$ cat src/design/igmp_rejoin_timer_report_gen_core_macros.svh
// ------------------------------------------------------------------------
// Assertion macros for the IGMP rejoin timer core
// Clocked on clk and disabled while arst_n is low.
// ------------------------------------------------------------------------
`ifndef IGMP_REJOIN_TIMER_REPORT_GEN_CORE_MACROS_SVH
`define IGMP_REJOIN_TIMER_REPORT_GEN_CORE_MACROS_SVH

`ifndef ASSERT_OFF
`define IRTRG_ASSERT(lbl, cond) \
	lbl: assert property (@(posedge clk) disable iff (!arst_n) (cond)) \
		else $error("assertion failed");
`define IRTRG_ASSERT_IMP(lbl, ante, cons) \
	lbl: assert property (@(posedge clk) disable iff (!arst_n) (ante) |-> (cons)) \
		else $error("assertion failed");
`define IRTRG_ASSERT_NEXT(lbl, ante, cons) \
	lbl: assert property (@(posedge clk) disable iff (!arst_n) (ante) |=> (cons)) \
		else $error("assertion failed");
`else
`define IRTRG_ASSERT(lbl, cond)
`define IRTRG_ASSERT_IMP(lbl, ante, cons)
`define IRTRG_ASSERT_NEXT(lbl, ante, cons)
`endif

`endif

$ cat src/design/irtrg_pkg.sv
// ------------------------------------------------------------------------
// irtrg_pkg
// Types and constants of the IGMP rejoin timer and report generator.
// ------------------------------------------------------------------------
package irtrg_pkg;

	localparam int unsigned TIME_W = 48;
	localparam int unsigned SECS_W = 16;
	localparam int unsigned MS_W   = 26;	// 65535 s in ms
	localparam int unsigned WORD_W = 32;
	localparam int unsigned CFG_IDX_W = 3;

	localparam logic [9:0] MS_PER_S = 10'd1000;

	localparam logic [7:0] V2_TYPE = 8'h16;
	localparam logic [7:0] V3_TYPE = 8'h22;

	localparam logic [31:0] V3_NGREC_WORD = 32'h0000_0001;
	localparam logic [31:0] V3_REC_EXCL   = 32'h0200_0000;
	localparam logic [31:0] V3_REC_INCL   = 32'h0100_0001;

	localparam logic [15:0] TIMEOUT_RST_S = 16'd5;

	typedef enum logic [1:0] {
		FUNC_TICK  = 2'd0,
		FUNC_DATA  = 2'd1,
		FUNC_ERROR = 2'd2,
		FUNC_START = 2'd3
	} func_t;

	typedef enum logic [1:0] {
		KIND_STATUS = 2'd0,
		KIND_V2     = 2'd1,
		KIND_V3     = 2'd2
	} kind_t;

	typedef enum logic [CFG_IDX_W-1:0] {
		CFG_GROUP    = 3'd0,
		CFG_SOURCE   = 3'd1,
		CFG_SSM      = 3'd2,
		CFG_IPV4     = 3'd3,
		CFG_REJOIN_S = 3'd4,
		CFG_TIMEOUT_S = 3'd5
	} cfg_idx_t;

	typedef enum logic [1:0] {
		BURST_STATUS = 2'd0,
		BURST_ASM    = 2'd1,	// v2 report then v3 exclude report
		BURST_SSM    = 2'd2	// v3 include report only
	} burst_mode_t;

	typedef struct packed {
		burst_mode_t mode;
		logic        failed;
	} burst_t;

	// RFC 1071 fold of a short 16-bit word sum, then complement
	function automatic logic [15:0] csum_fold(input logic [18:0] sum);
		logic [16:0] s1;
		logic [15:0] s2;
		s1 = {14'd0, sum[18:16]} + {1'b0, sum[15:0]};
		s2 = s1[15:0] + {15'd0, s1[16]};
		return ~s2;
	endfunction

endpackage

$ cat src/design/irtrg_in_if.sv
// ------------------------------------------------------------------------
// irtrg_in_if
// Event channel: function code and millisecond timestamp.
// ------------------------------------------------------------------------
interface irtrg_in_if;
	logic        valid;
	logic        ready;
	logic [1:0]  func;
	logic [47:0] now_ms;

	modport source (output valid, output func, output now_ms, input ready);
	modport sink   (input valid, input func, input now_ms, output ready);
endinterface

$ cat src/design/irtrg_out_if.sv
// ------------------------------------------------------------------------
// irtrg_out_if
// Result channel: status or membership report words.
// ------------------------------------------------------------------------
interface irtrg_out_if;
	logic        valid;
	logic        ready;
	logic [1:0]  kind;
	logic [31:0] word;
	logic        last;
	logic        failed;

	modport source (output valid, output kind, output word, output last, output failed,
		input ready);
	modport sink   (input valid, input kind, input word, input last, input failed,
		output ready);
endinterface

$ cat src/design/igmp_rejoin_timer_report_gen_core.sv
// ------------------------------------------------------------------------
// igmp_rejoin_timer_report_gen_core
// Multicast rejoin timer, liveness watchdog and IGMP report generator.
// ------------------------------------------------------------------------
// Each event item passes an input register, where the timer compares and
// state update are done, into a burst register that drives the result
// channel. Items that give one status result stream at one per cycle while
// the result channel is ready. A tick that triggers a rejoin gives six words
// (any-source: IGMPv2 then IGMPv3 report) or five words (source-specific),
// one per cycle from the burst register while the result channel is ready;
// the next event waits in the input register meanwhile. The checksums are
// formed from the group and source registers as the words go out.
`include "igmp_rejoin_timer_report_gen_core_macros.svh"

module igmp_rejoin_timer_report_gen_core
	import irtrg_pkg::*;
(
	input  logic                 clk,
	input  logic                 arst_n,
	input  logic                 cfg_we,
	input  logic [CFG_IDX_W-1:0] cfg_index,
	input  logic [WORD_W-1:0]    cfg_wdata,
	irtrg_in_if.sink             evt,
	irtrg_out_if.source          rpt
);

	// configuration
	logic [31:0]     group_q;
	logic [31:0]     source_q;
	logic            ssm_q;
	logic            ipv4_q;
	logic            rejoin_en_q;
	logic [MS_W-1:0] rejoin_ms_q;
	logic [MS_W-1:0] timeout_ms_q;

	logic [MS_W-1:0] wdata_ms;
	assign wdata_ms = {10'd0, cfg_wdata[SECS_W-1:0]} * {16'd0, MS_PER_S};

	always_ff @(posedge clk or negedge arst_n) begin
		if (!arst_n) begin
			group_q      <= '0;
			source_q     <= '0;
			ssm_q        <= 1'b0;
			ipv4_q       <= 1'b1;
			rejoin_en_q  <= 1'b0;
			rejoin_ms_q  <= '0;
			timeout_ms_q <= MS_W'(TIMEOUT_RST_S * MS_PER_S);
		end else if (cfg_we) begin
			case (cfg_idx_t'(cfg_index))
				CFG_GROUP:     group_q  <= cfg_wdata;
				CFG_SOURCE:    source_q <= cfg_wdata;
				CFG_SSM:       ssm_q    <= cfg_wdata[0];
				CFG_IPV4:      ipv4_q   <= cfg_wdata[0];
				CFG_REJOIN_S: begin
					rejoin_en_q <= (cfg_wdata[SECS_W-1:0] != '0);
					rejoin_ms_q <= wdata_ms;
				end
				CFG_TIMEOUT_S: timeout_ms_q <= wdata_ms;
				default: ;
			endcase
		end
	end

	// input register
	logic              valid_s1;
	func_t             func_s1;
	logic [TIME_W-1:0] now_s1;

	// timer state
	logic [TIME_W-1:0] last_data_q;
	logic [TIME_W-1:0] last_rejoin_q;
	logic              failed_q;

	// burst register
	logic       burst_valid_q;
	burst_t     burst_q;
	logic [2:0] idx_q;

	logic move;
	logic rpt_last;
	logic evt_acc;

	assign move    = valid_s1 && (!burst_valid_q || (rpt.ready && rpt_last));
	assign evt.ready = !valid_s1 || move;
	assign evt_acc = evt.valid && evt.ready;

	always_ff @(posedge clk or negedge arst_n) begin
		if (!arst_n) begin
			valid_s1 <= 1'b0;
		end else if (evt_acc) begin
			valid_s1 <= 1'b1;
		end else if (move) begin
			valid_s1 <= 1'b0;
		end
	end

	always_ff @(posedge clk) begin
		if (evt_acc) begin
			func_s1 <= func_t'(evt.func);
			now_s1  <= evt.now_ms;
		end
	end

	// event evaluation
	logic        rejoin_due;
	logic        timeout_due;
	logic        rejoin_hit;
	logic        failed_nxt;
	burst_mode_t mode_nxt;

	assign rejoin_due  = {1'b0, now_s1} >=
		({1'b0, last_rejoin_q} + (TIME_W+1)'(rejoin_ms_q));
	assign timeout_due = {1'b0, now_s1} >=
		({1'b0, last_data_q} + (TIME_W+1)'(timeout_ms_q));
	assign rejoin_hit  = (func_s1 == FUNC_TICK) && !failed_q && rejoin_en_q && ipv4_q
		&& rejoin_due;

	always_comb begin
		case (func_s1)
			FUNC_START: failed_nxt = 1'b0;
			FUNC_ERROR: failed_nxt = 1'b1;
			FUNC_TICK:  failed_nxt = failed_q || timeout_due;
			default:    failed_nxt = failed_q;
		endcase
		if (rejoin_hit) begin
			mode_nxt = ssm_q ? BURST_SSM : BURST_ASM;
		end else begin
			mode_nxt = BURST_STATUS;
		end
	end

	always_ff @(posedge clk or negedge arst_n) begin
		if (!arst_n) begin
			last_data_q   <= '0;
			last_rejoin_q <= '0;
			failed_q      <= 1'b0;
		end else if (move) begin
			failed_q <= failed_nxt;
			if (func_s1 == FUNC_START || func_s1 == FUNC_DATA) begin
				last_data_q <= now_s1;
			end
			if (func_s1 == FUNC_START || rejoin_hit) begin
				last_rejoin_q <= now_s1;
			end
		end
	end

	// burst sequencing
	logic rpt_acc;
	assign rpt_acc = rpt.valid && rpt.ready;

	always_ff @(posedge clk or negedge arst_n) begin
		if (!arst_n) begin
			burst_valid_q <= 1'b0;
			idx_q         <= '0;
		end else if (move) begin
			burst_valid_q <= 1'b1;
			idx_q         <= '0;
		end else if (rpt_acc) begin
			if (rpt_last) begin
				burst_valid_q <= 1'b0;
			end else begin
				idx_q <= idx_q + 3'd1;
			end
		end
	end

	always_ff @(posedge clk) begin
		if (move) begin
			burst_q.mode   <= mode_nxt;
			burst_q.failed <= failed_nxt;
		end
	end

	// report words; the source-specific sum can exceed 18 bits
	logic [15:0] csum_v2;
	logic [15:0] csum_v3;
	logic [18:0] sum_grp;
	logic [18:0] sum_src;

	assign sum_grp = {3'b000, group_q[31:16]} + {3'b000, group_q[15:0]};
	assign sum_src = {3'b000, source_q[31:16]} + {3'b000, source_q[15:0]};
	assign csum_v2 = csum_fold({3'b000, V2_TYPE, 8'h00} + sum_grp);
	assign csum_v3 = ssm_q
		? csum_fold({3'b000, V3_TYPE, 8'h00} + 19'(V3_NGREC_WORD[15:0])
			+ 19'(V3_REC_INCL[31:16]) + 19'(V3_REC_INCL[15:0]) + sum_grp + sum_src)
		: csum_fold({3'b000, V3_TYPE, 8'h00} + 19'(V3_NGREC_WORD[15:0])
			+ 19'(V3_REC_EXCL[31:16]) + sum_grp);

	kind_t       kind_o;
	logic [31:0] word_o;

	always_comb begin
		kind_o   = KIND_STATUS;
		word_o   = '0;
		rpt_last = 1'b1;
		case (burst_q.mode)
			BURST_ASM: begin
				kind_o   = (idx_q < 3'd2) ? KIND_V2 : KIND_V3;
				rpt_last = (idx_q == 3'd5);
				case (idx_q)
					3'd0:    word_o = {V2_TYPE, 8'h00, csum_v2};
					3'd1:    word_o = group_q;
					3'd2:    word_o = {V3_TYPE, 8'h00, csum_v3};
					3'd3:    word_o = V3_NGREC_WORD;
					3'd4:    word_o = V3_REC_EXCL;
					default: word_o = group_q;
				endcase
			end
			BURST_SSM: begin
				kind_o   = KIND_V3;
				rpt_last = (idx_q == 3'd4);
				case (idx_q)
					3'd0:    word_o = {V3_TYPE, 8'h00, csum_v3};
					3'd1:    word_o = V3_NGREC_WORD;
					3'd2:    word_o = V3_REC_INCL;
					3'd3:    word_o = group_q;
					default: word_o = source_q;
				endcase
			end
			default: ;
		endcase
	end

	assign rpt.valid  = burst_valid_q;
	assign rpt.kind   = kind_o;
	assign rpt.word   = word_o;
	assign rpt.last   = rpt_last;
	assign rpt.failed = burst_q.failed;

	// checks
	`IRTRG_ASSERT_IMP(a_stall_holds_s1, !evt.ready, valid_s1)
	`IRTRG_ASSERT_IMP(a_status_single, rpt.valid && rpt.kind == KIND_STATUS,
		rpt.last && rpt.word == '0)
	`IRTRG_ASSERT_NEXT(a_start_clears, move && func_s1 == FUNC_START, !failed_q)
	`IRTRG_ASSERT_IMP(a_fail_sticky, $fell(failed_q),
		$past(move) && $past(func_s1) == FUNC_START)

endmodule
$ cat src/flat_wrapper.sv
// flat-port wrapper written by rule: the top's interface ports become plain ports
module igmp_rejoin_timer_report_gen_core_flat import irtrg_pkg::*;
  (clk, arst_n, cfg_we, cfg_index, cfg_wdata, evt_valid, evt_func, evt_now_ms, evt_ready, rpt_valid, rpt_kind, rpt_word, rpt_last, rpt_failed, rpt_ready);
  irtrg_in_if evt_i ();
  irtrg_out_if rpt_i ();
  input  logic clk;
  input  logic arst_n;
  input  logic cfg_we;
  input  logic [CFG_IDX_W-1:0] cfg_index;
  input  logic [WORD_W-1:0] cfg_wdata;
  input wire logic [$bits(evt_i.valid)-1:0] evt_valid;
  input wire logic [$bits(evt_i.func)-1:0] evt_func;
  input wire logic [$bits(evt_i.now_ms)-1:0] evt_now_ms;
  output wire logic [$bits(evt_i.ready)-1:0] evt_ready;
  output wire logic [$bits(rpt_i.valid)-1:0] rpt_valid;
  output wire logic [$bits(rpt_i.kind)-1:0] rpt_kind;
  output wire logic [$bits(rpt_i.word)-1:0] rpt_word;
  output wire logic [$bits(rpt_i.last)-1:0] rpt_last;
  output wire logic [$bits(rpt_i.failed)-1:0] rpt_failed;
  input wire logic [$bits(rpt_i.ready)-1:0] rpt_ready;
  assign evt_i.valid = evt_valid;
  assign evt_i.func = evt_func;
  assign evt_i.now_ms = evt_now_ms;
  assign evt_ready = evt_i.ready;
  assign rpt_valid = rpt_i.valid;
  assign rpt_kind = rpt_i.kind;
  assign rpt_word = rpt_i.word;
  assign rpt_last = rpt_i.last;
  assign rpt_failed = rpt_i.failed;
  assign rpt_i.ready = rpt_ready;
  igmp_rejoin_timer_report_gen_core u_core (.clk(clk), .arst_n(arst_n), .cfg_we(cfg_we), .cfg_index(cfg_index), .cfg_wdata(cfg_wdata), .evt(evt_i), .rpt(rpt_i));
endmodule
$ cat config.mk
export PLATFORM = sky130hd
export DESIGN_NAME = igmp_rejoin_timer_report_gen_core_flat
export DESIGN_NICKNAME = d
export VERILOG_FILES = /design/src/design/irtrg_pkg.sv /design/src/design/irtrg_in_if.sv /design/src/design/irtrg_out_if.sv /design/src/design/igmp_rejoin_timer_report_gen_core.sv /design/src/flat_wrapper.sv
export VERILOG_INCLUDE_DIRS = /design/src /design/src/design
export SDC_FILE = /design/constraint.sdc
export NUM_CORES = 1
export LEC_CHECK = 0
export BUFFER_PORTS_ARGS = -buffer_cell sky130_fd_sc_hd__buf_2
export CORE_ASPECT_RATIO = 0.8
export CORE_MARGIN = 2
export CORE_UTILIZATION = 50
export CTS_BUF_LIST = sky130_fd_sc_hd__clkbuf_2 sky130_fd_sc_hd__clkbuf_4 sky130_fd_sc_hd__clkbuf_8
export CTS_CLUSTER_SIZE = 10
export DETAILED_ROUTE_END_ITERATION = 16
export GPL_TIMING_DRIVEN = 0
export PLACE_DENSITY = 0.74
export SYNTH_ARGS = -nofsm -noshare
export SYNTH_HDL_FRONTEND = slang
export SYNTH_SLANG_ARGS = --single-unit
$ cat constraint.sdc
create_clock -name clk -period 13 [get_ports clk]
set_input_delay 2.6 -clock clk [delete_from_list [all_inputs] [get_ports clk]]
set_output_delay 2.6 -clock clk [all_outputs]
set_load 0.1 [all_outputs]
==> reports/results.ini, run 1 <==
[logic_synthesis]
synth_top_area_share_pct=22.38
yosys_warnings=0
synth_area_um2=23370
async_flop_share_pct=80.22
synthDistinctLibCells=86
netlist_top_cells_count=ha_1 (290), dfrtp_1 (209), nand2_1 (207)
yosys.area.top_type=dfrtp_1
synth_edf_count=53
syn_area_per_cell_um2=9.574
yosysMostFrequentCell=ha_1
synthCells=2441
yosys_most_used_dff=dfrtp_1
synth.top_cells.by_area=dfrtp_1 (22%), ha_1 (16%), mux2_2 (7.4%)
synth-seq-cells=268
syn_nets=2883
ys_seq_area_share_pct=29.86

[cts]
cts_tree=built
clockBufferDepth=3
insertion_delay_ns=0.59
root_buffer=clkbuf_8
hold_buffers=0
clock-sinks=268
cts_buffers=45
h-tree-depth=2
clkTransAtPathRegs_ns=0.06

[placement]
placed_cell_area_um2=24870
port_buffers=127
dp.final_hpwl_mm=58.93
gp_congestion=1.013

[worst_setup_path]
cp_data_arrival_time_ns=9.98
worst_path_max_delay_cell=or3b_2
reg2reg_depth=29
r2r_setup_slack_ns=5.10
cp_common_cell=inv_1
r2r_end=u_core.last_rejoin_q[34]
crit_fanout=10
cp-start-kind=register
cp-end-kind=output pin
required_ns=10.40
crit_type=reg -> out
critPathMaxStageDelay_ns=0.55
reg2reg_from=u_core.rejoin_ms_q[11]

[floorplanning]
die_y_um=197.4
num_io_pins=128
start_util_pct=50.92
die_area_um2=48500
rows=70
die_x_um=245.7
core_area_um2=45890

[route]
drtIter0Drc=2090
wl_per_cell_um=22.46
drt_first_pass_iters=6
wl_met2_mm=29.76
antenna_left=0
top_layer_used=met4
wl_met1_mm=35.16
drt-total-wl_mm=73.60
vias=20107
met3WireLength_mm=7.064
via_per_inst=6.136
drc=0

[min_path]
hold-path-endpoint=u_core.timeout_ms_q[7]
holdCritStartpoint=u_core.timeout_ms_q[7]
min_path_cells=2
hp-class=reg -> reg

[grt]
grt-ovfl-total=0
antenna_found_initial=0
grt_max_degree=118
grt_usage_pct=30.30
grt_pass1_wl_mm=113.4
first_global_vias=19588

[layout]
syn2layout_area_growth_pct=11.78
num_antenna_cells=0
nNetsFinal=3071
drive_gt1_share_pct=16.66
fin_area_um2=26120
final-seq-area_um2=6982
fill_cells=4136
multiInputGateArea_um2=15740

[sta]
fmax_ghz=0.07947
slew_headroom_pct=11.28
finalCriticalPeriod_ns=12.58
skew_ns=0.03148
setup_viol=0
tightest_slew_ns=1.328
grt_setup_unrepaired=yes
hold_viol=0
post-route-period-util_pct=96.80
slew_violations=0

[run_status]
status=completed

[run]
cap_violations=0

==> per-stage QoR <==
step	hold WS, ns	utilization (%)	worst slack, ns	setup TNS, ns	instances
after global placement	0.4566	53.98	-0.1213	-0.2331	3180
after floorplan	0.4412	-	0.1243	0	2441
after CTS	0.4691	56.49	0.06234	0	3267
after global routing	0.4995	56.92	-0.04803	-0.08500	3277
final	0.4710	56.92	0.4159	0	3277
after detailed placement	0.4582	54.19	-0.2459	-0.5772	3184
==> metal layers <==
metal  vias to the layer above  global-route usage [%]
li1                       9270                       -
met1                      9865                   46.97
met2                       866                   42.50
met3                       106                   6.670
met4                         0                   6.801
met5                         -                       0
==> worst max-delay path by stage <==
| stage | slack (ns) | start | cells past startpoint | end |
|---|---|---|---|---|
| 6_report | 0.42 | u_core.group_q[0] | 42 | rpt_word[8] |
| 5_1_grt | -0.05 | u_core.source_q[16] | 45 | rpt_word[8] |
| 4_1_cts | 0.06 | u_core.group_q[0] | 43 | rpt_word[8] |
| 3_5_place_dp | -0.25 | u_core.group_q[0] | 42 | rpt_word[10] |
| 3_3_place_gp | -0.12 | u_core.group_q[0] | 41 | rpt_word[8] |
| 2_1_floorplan | 0.12 | u_core.group_q[0] | 41 | rpt_word[10] |
==> registers in the layout, indices dropped and copies added, names as in the netlist, 2 cells and up <==
name / flops
u_core.burst_q: 2
u_core.rejoin_ms_q: 23
u_core.func_s1: 2
u_core.idx_q: 3
u_core.last_rejoin_q: 48
u_core.last_data_q: 48
u_core.source_q: 32
u_core.now_s1: 48
u_core.group_q: 32
u_core.timeout_ms_q: 23
==> cells by family after synthesis <==
family | synth area share (%)
compound gates | 16.82
xor+xnor | 7.693
fa+ha+maj | 20.88
buf+inv | 3.437
flops | 29.86
mux | 7.677
simple gates | 13.63
==> area by class of cell <==
| class | instances | share of cell area (%) |
|---|---|---|
| clock buffers | 71 | 3.357 |
| plain buffers | 72 | 1.126 |
| multi-input cells | 1965 | 60.26 |
| clock inverters | 12 | 0.4550 |
| repair buffers | 142 | 3.199 |
| flip-flops and latches | 268 | 26.73 |
| inverters | 135 | 1.945 |
| well taps | 612 | 2.931 |
==> worst max-delay path: cells and delay by family (launching register included) <==
family | cells | cell delay [ns]
flip-flops | 1 | 0.44
buffers and inverters | 7 | 0.98
AO/OA/AOI/OAI | 14 | 2.91
adder cells (fa/ha/maj) | 7 | 2.13
XOR/XNOR | 2 | 0.37
AND/OR/NAND/NOR | 12 | 2.56
==> repair_timing <==
| item | 4_1_cts | 5_1_grt |
|---|---|---|
| pin swaps | 0 | 7 |
| buffers inserted | 0 | 11 |
| endpoints found under the setup margin | 7 | 11 |
| resized for setup | 17 | 21 |
==> placed cells by master, fill, tap and decap left out, drive strengths merged, types with 11 or more instances in the layout <==
cell     count
a21o        82
xnor2      119
o211ai      29
nand2b      27
o21a        19
nor3        37
and3        43
and2        13
a31oi       14
xor2        81
clkbuf     126
nand3       60
nor2b       28
mux2       154
fa          62
nand4       47
a211oi      12
a21oi      132
edfxtp      53
dfrtp      209
ha         290
nand2      207
nor4        15
a22oi       25
buf        159
a2111oi     11
o21bai      16
o21ai      151
nor2       133
inv        136
Power of run 1 is not shown: default switching activity piles up to over one toggle a cycle in this logic, so the estimate is an artifact.
==> run 2: changes to the inputs <==
RECOVER_POWER = 50   (was not set)
==> reports/results.ini, run 2 (same netlist as run 1, synthesis figures left out) <==
[worst_setup_path]
crit_type=reg -> out  ; unchanged
cp_data_arrival_time_ns=10.00  ; was 9.98 ns
cp-end-kind=output pin  ; unchanged
reg2reg_from=u_core.rejoin_ms_q[11]  ; unchanged
setup.worst_path.start=u_core.group_q[0]  ; unchanged
critPathMaxStageDelay_ns=0.55  ; about the same
r2r_setup_slack_ns=5.06  ; was 5.10 ns
required_ns=10.40  ; about the same
r2r_end=u_core.last_rejoin_q[34]  ; unchanged
cp-start-kind=register  ; unchanged
worst_path_max_delay_cell=or3b_2  ; unchanged
reg2reg_depth=29  ; unchanged
cp_common_cell=ha_1  ; was inv_1
crit_fanout=10  ; unchanged

[layout]
final_cell_mix=ha_1 (288), dfrtp_1 (207), nand2_1 (206), mux2_2 (154), o21ai_0 (144)  ; unchanged
reg_top3=u_core.last_data_q x48, u_core.last_rejoin_q x48, u_core.now_s1 x48  ; unchanged
nNetsFinal=3071  ; unchanged
syn2layout_area_growth_pct=11.59  ; was 11.78%
drive_gt1_share_pct=16.21  ; was 16.66%
layout_commonest_cell=ha_1  ; unchanged
utilization_pct=56.82  ; was 56.92%

[floorplanning]
rows=70  ; unchanged
die_x_um=245.7  ; unchanged
core_area_um2=45890  ; unchanged
die_y_um=197.4  ; unchanged
start_util_pct=50.92  ; unchanged
die_area_um2=48500  ; unchanged
num_io_pins=128  ; unchanged

[cts]
insertion_delay_ns=0.58  ; was 0.59 ns
clock-sinks=268  ; unchanged
h-tree-depth=2  ; unchanged
cts_buffers=45  ; unchanged
clkTransAtPathRegs_ns=0.06  ; about the same
root_buffer=clkbuf_8  ; unchanged
hold_buffers=0  ; unchanged
cts_tree=built  ; unchanged
clockBufferDepth=3  ; unchanged

[route]
drt_first_pass_iters=6  ; unchanged
drtIter0Drc=2076  ; was 2090
via_per_inst=6.139  ; was 6.136
antenna_left=0  ; unchanged
drc=0  ; unchanged
vias=20123  ; was 20107
wl_per_cell_um=22.49  ; was 22.46 um
drt-total-wl_mm=73.72  ; was 73.60 mm

[sta]
fmax_ghz=0.07935  ; was 0.07947 GHz
grt_setup_unrepaired=yes  ; unchanged
setup_viol=0  ; unchanged
hold_viol=0  ; unchanged
finalCriticalPeriod_ns=12.60  ; was 12.58 ns
post-route-period-util_pct=96.94  ; was 96.80%
tightest_slew_ns=6.762  ; was 1.328 ns
whs_ns=0.4710  ; about the same
skew_ns=0.02868  ; was 0.03148 ns
slew_violations=118  ; was 0
slew_headroom_pct=-350.8  ; was 11.28%
finalSetupTns_ns=0  ; unchanged

[grt]
grt-ovfl-total=0  ; unchanged
first_global_vias=19588  ; unchanged
grt_max_degree=118  ; unchanged
grt_pass1_wl_mm=113.4  ; unchanged
grt_usage_pct=30.30  ; unchanged
antenna_found_initial=0  ; unchanged

[run]
cap_violations=1  ; was 0

[placement]
gp_congestion=1.013  ; unchanged
port_buffers=127  ; unchanged
dp.final_hpwl_mm=58.93  ; unchanged

[min_path]
min_path_cells=2  ; unchanged
holdCritStartpoint=u_core.timeout_ms_q[7]  ; unchanged
hold-path-endpoint=u_core.timeout_ms_q[7]  ; unchanged
hp-class=reg -> reg  ; unchanged

[run_status]
status=finished, violations left  ; was completed
violations=capacitance limit, slew limit

==> run 2: worst max path at each step <==
| stage | to | slack, ns | cells after the start |
|---|---|---|---|
| 3_3_place_gp | rpt_word[8] | -0.12 | 41 |
| 6_report | rpt_word[8] | 0.40 | 39 |
| 4_1_cts | rpt_word[8] | 0.06 | 43 |
| 2_1_floorplan | rpt_word[10] | 0.12 | 41 |
| 5_1_grt | rpt_word[8] | -0.05 | 45 |
| 3_5_place_dp | rpt_word[10] | -0.25 | 42 |
==> run 2: metal layers <==
| layer | vias up | wire length, um | global-route usage (%) |
|---|---|---|---|
| met5 | - | 0 | 0 |
| met4 | 0 | 1585 | 6.801 |
| met3 | 101 | 6932 | 6.670 |
| met2 | 804 | 29820 | 42.50 |
| met1 | 9950 | 35380 | 46.97 |
| li1 | 9268 | - | - |
==> run 2: cell type report <==
type | count | area (um^2)
plain buffers | 72 | 294.0
clock buffers | 71 | 877.1
multi-input cells | 1965 | 15740
fillers | 4135 | 19820
clock inverters | 12 | 118.9
diodes | 1 | 2.502
inverters | 135 | 508.0
flip-flops and latches | 268 | 6982
repair buffers | 142 | 788.3
well taps | 612 | 765.7
==> run 2: stage by stage <==
stage | area (um^2) | instances | worst slack (ns)
2_1_floorplan | 23370 | 2441 | 0.1243
3_3_place_gp | 24770 | 3180 | -0.1213
3_5_place_dp | 24870 | 3184 | -0.2459
4_1_cts | 25930 | 3267 | 0.06234
5_1_grt | 26080 | 3277 | -0.04803
6_report | 26080 | 3278 | 0.3976
==> run 2: worst max-delay path, delay by kind of cell (launching register included) <==
family                   cells  cell delay [ns]
AO/OA/AOI/OAI               11             2.45
XOR/XNOR                     3             0.70
adder cells (fa/ha/maj)      8             2.41
buffers and inverters        6             0.80
flip-flops                   1             0.44
AND/OR/NAND/NOR             11             2.60
==> run 2: timing repair <==
| action | 4_1_cts | 5_1_grt |
|---|---|---|
| pin swaps | 0 | 7 |
| gates resized for setup | 17 | 21 |
| hold endpoints to repair | 0 | 0 |
| setup buffers | 0 | 11 |
| endpoints found under the setup margin | 7 | 11 |
Power of run 2 is left out for the same reason.
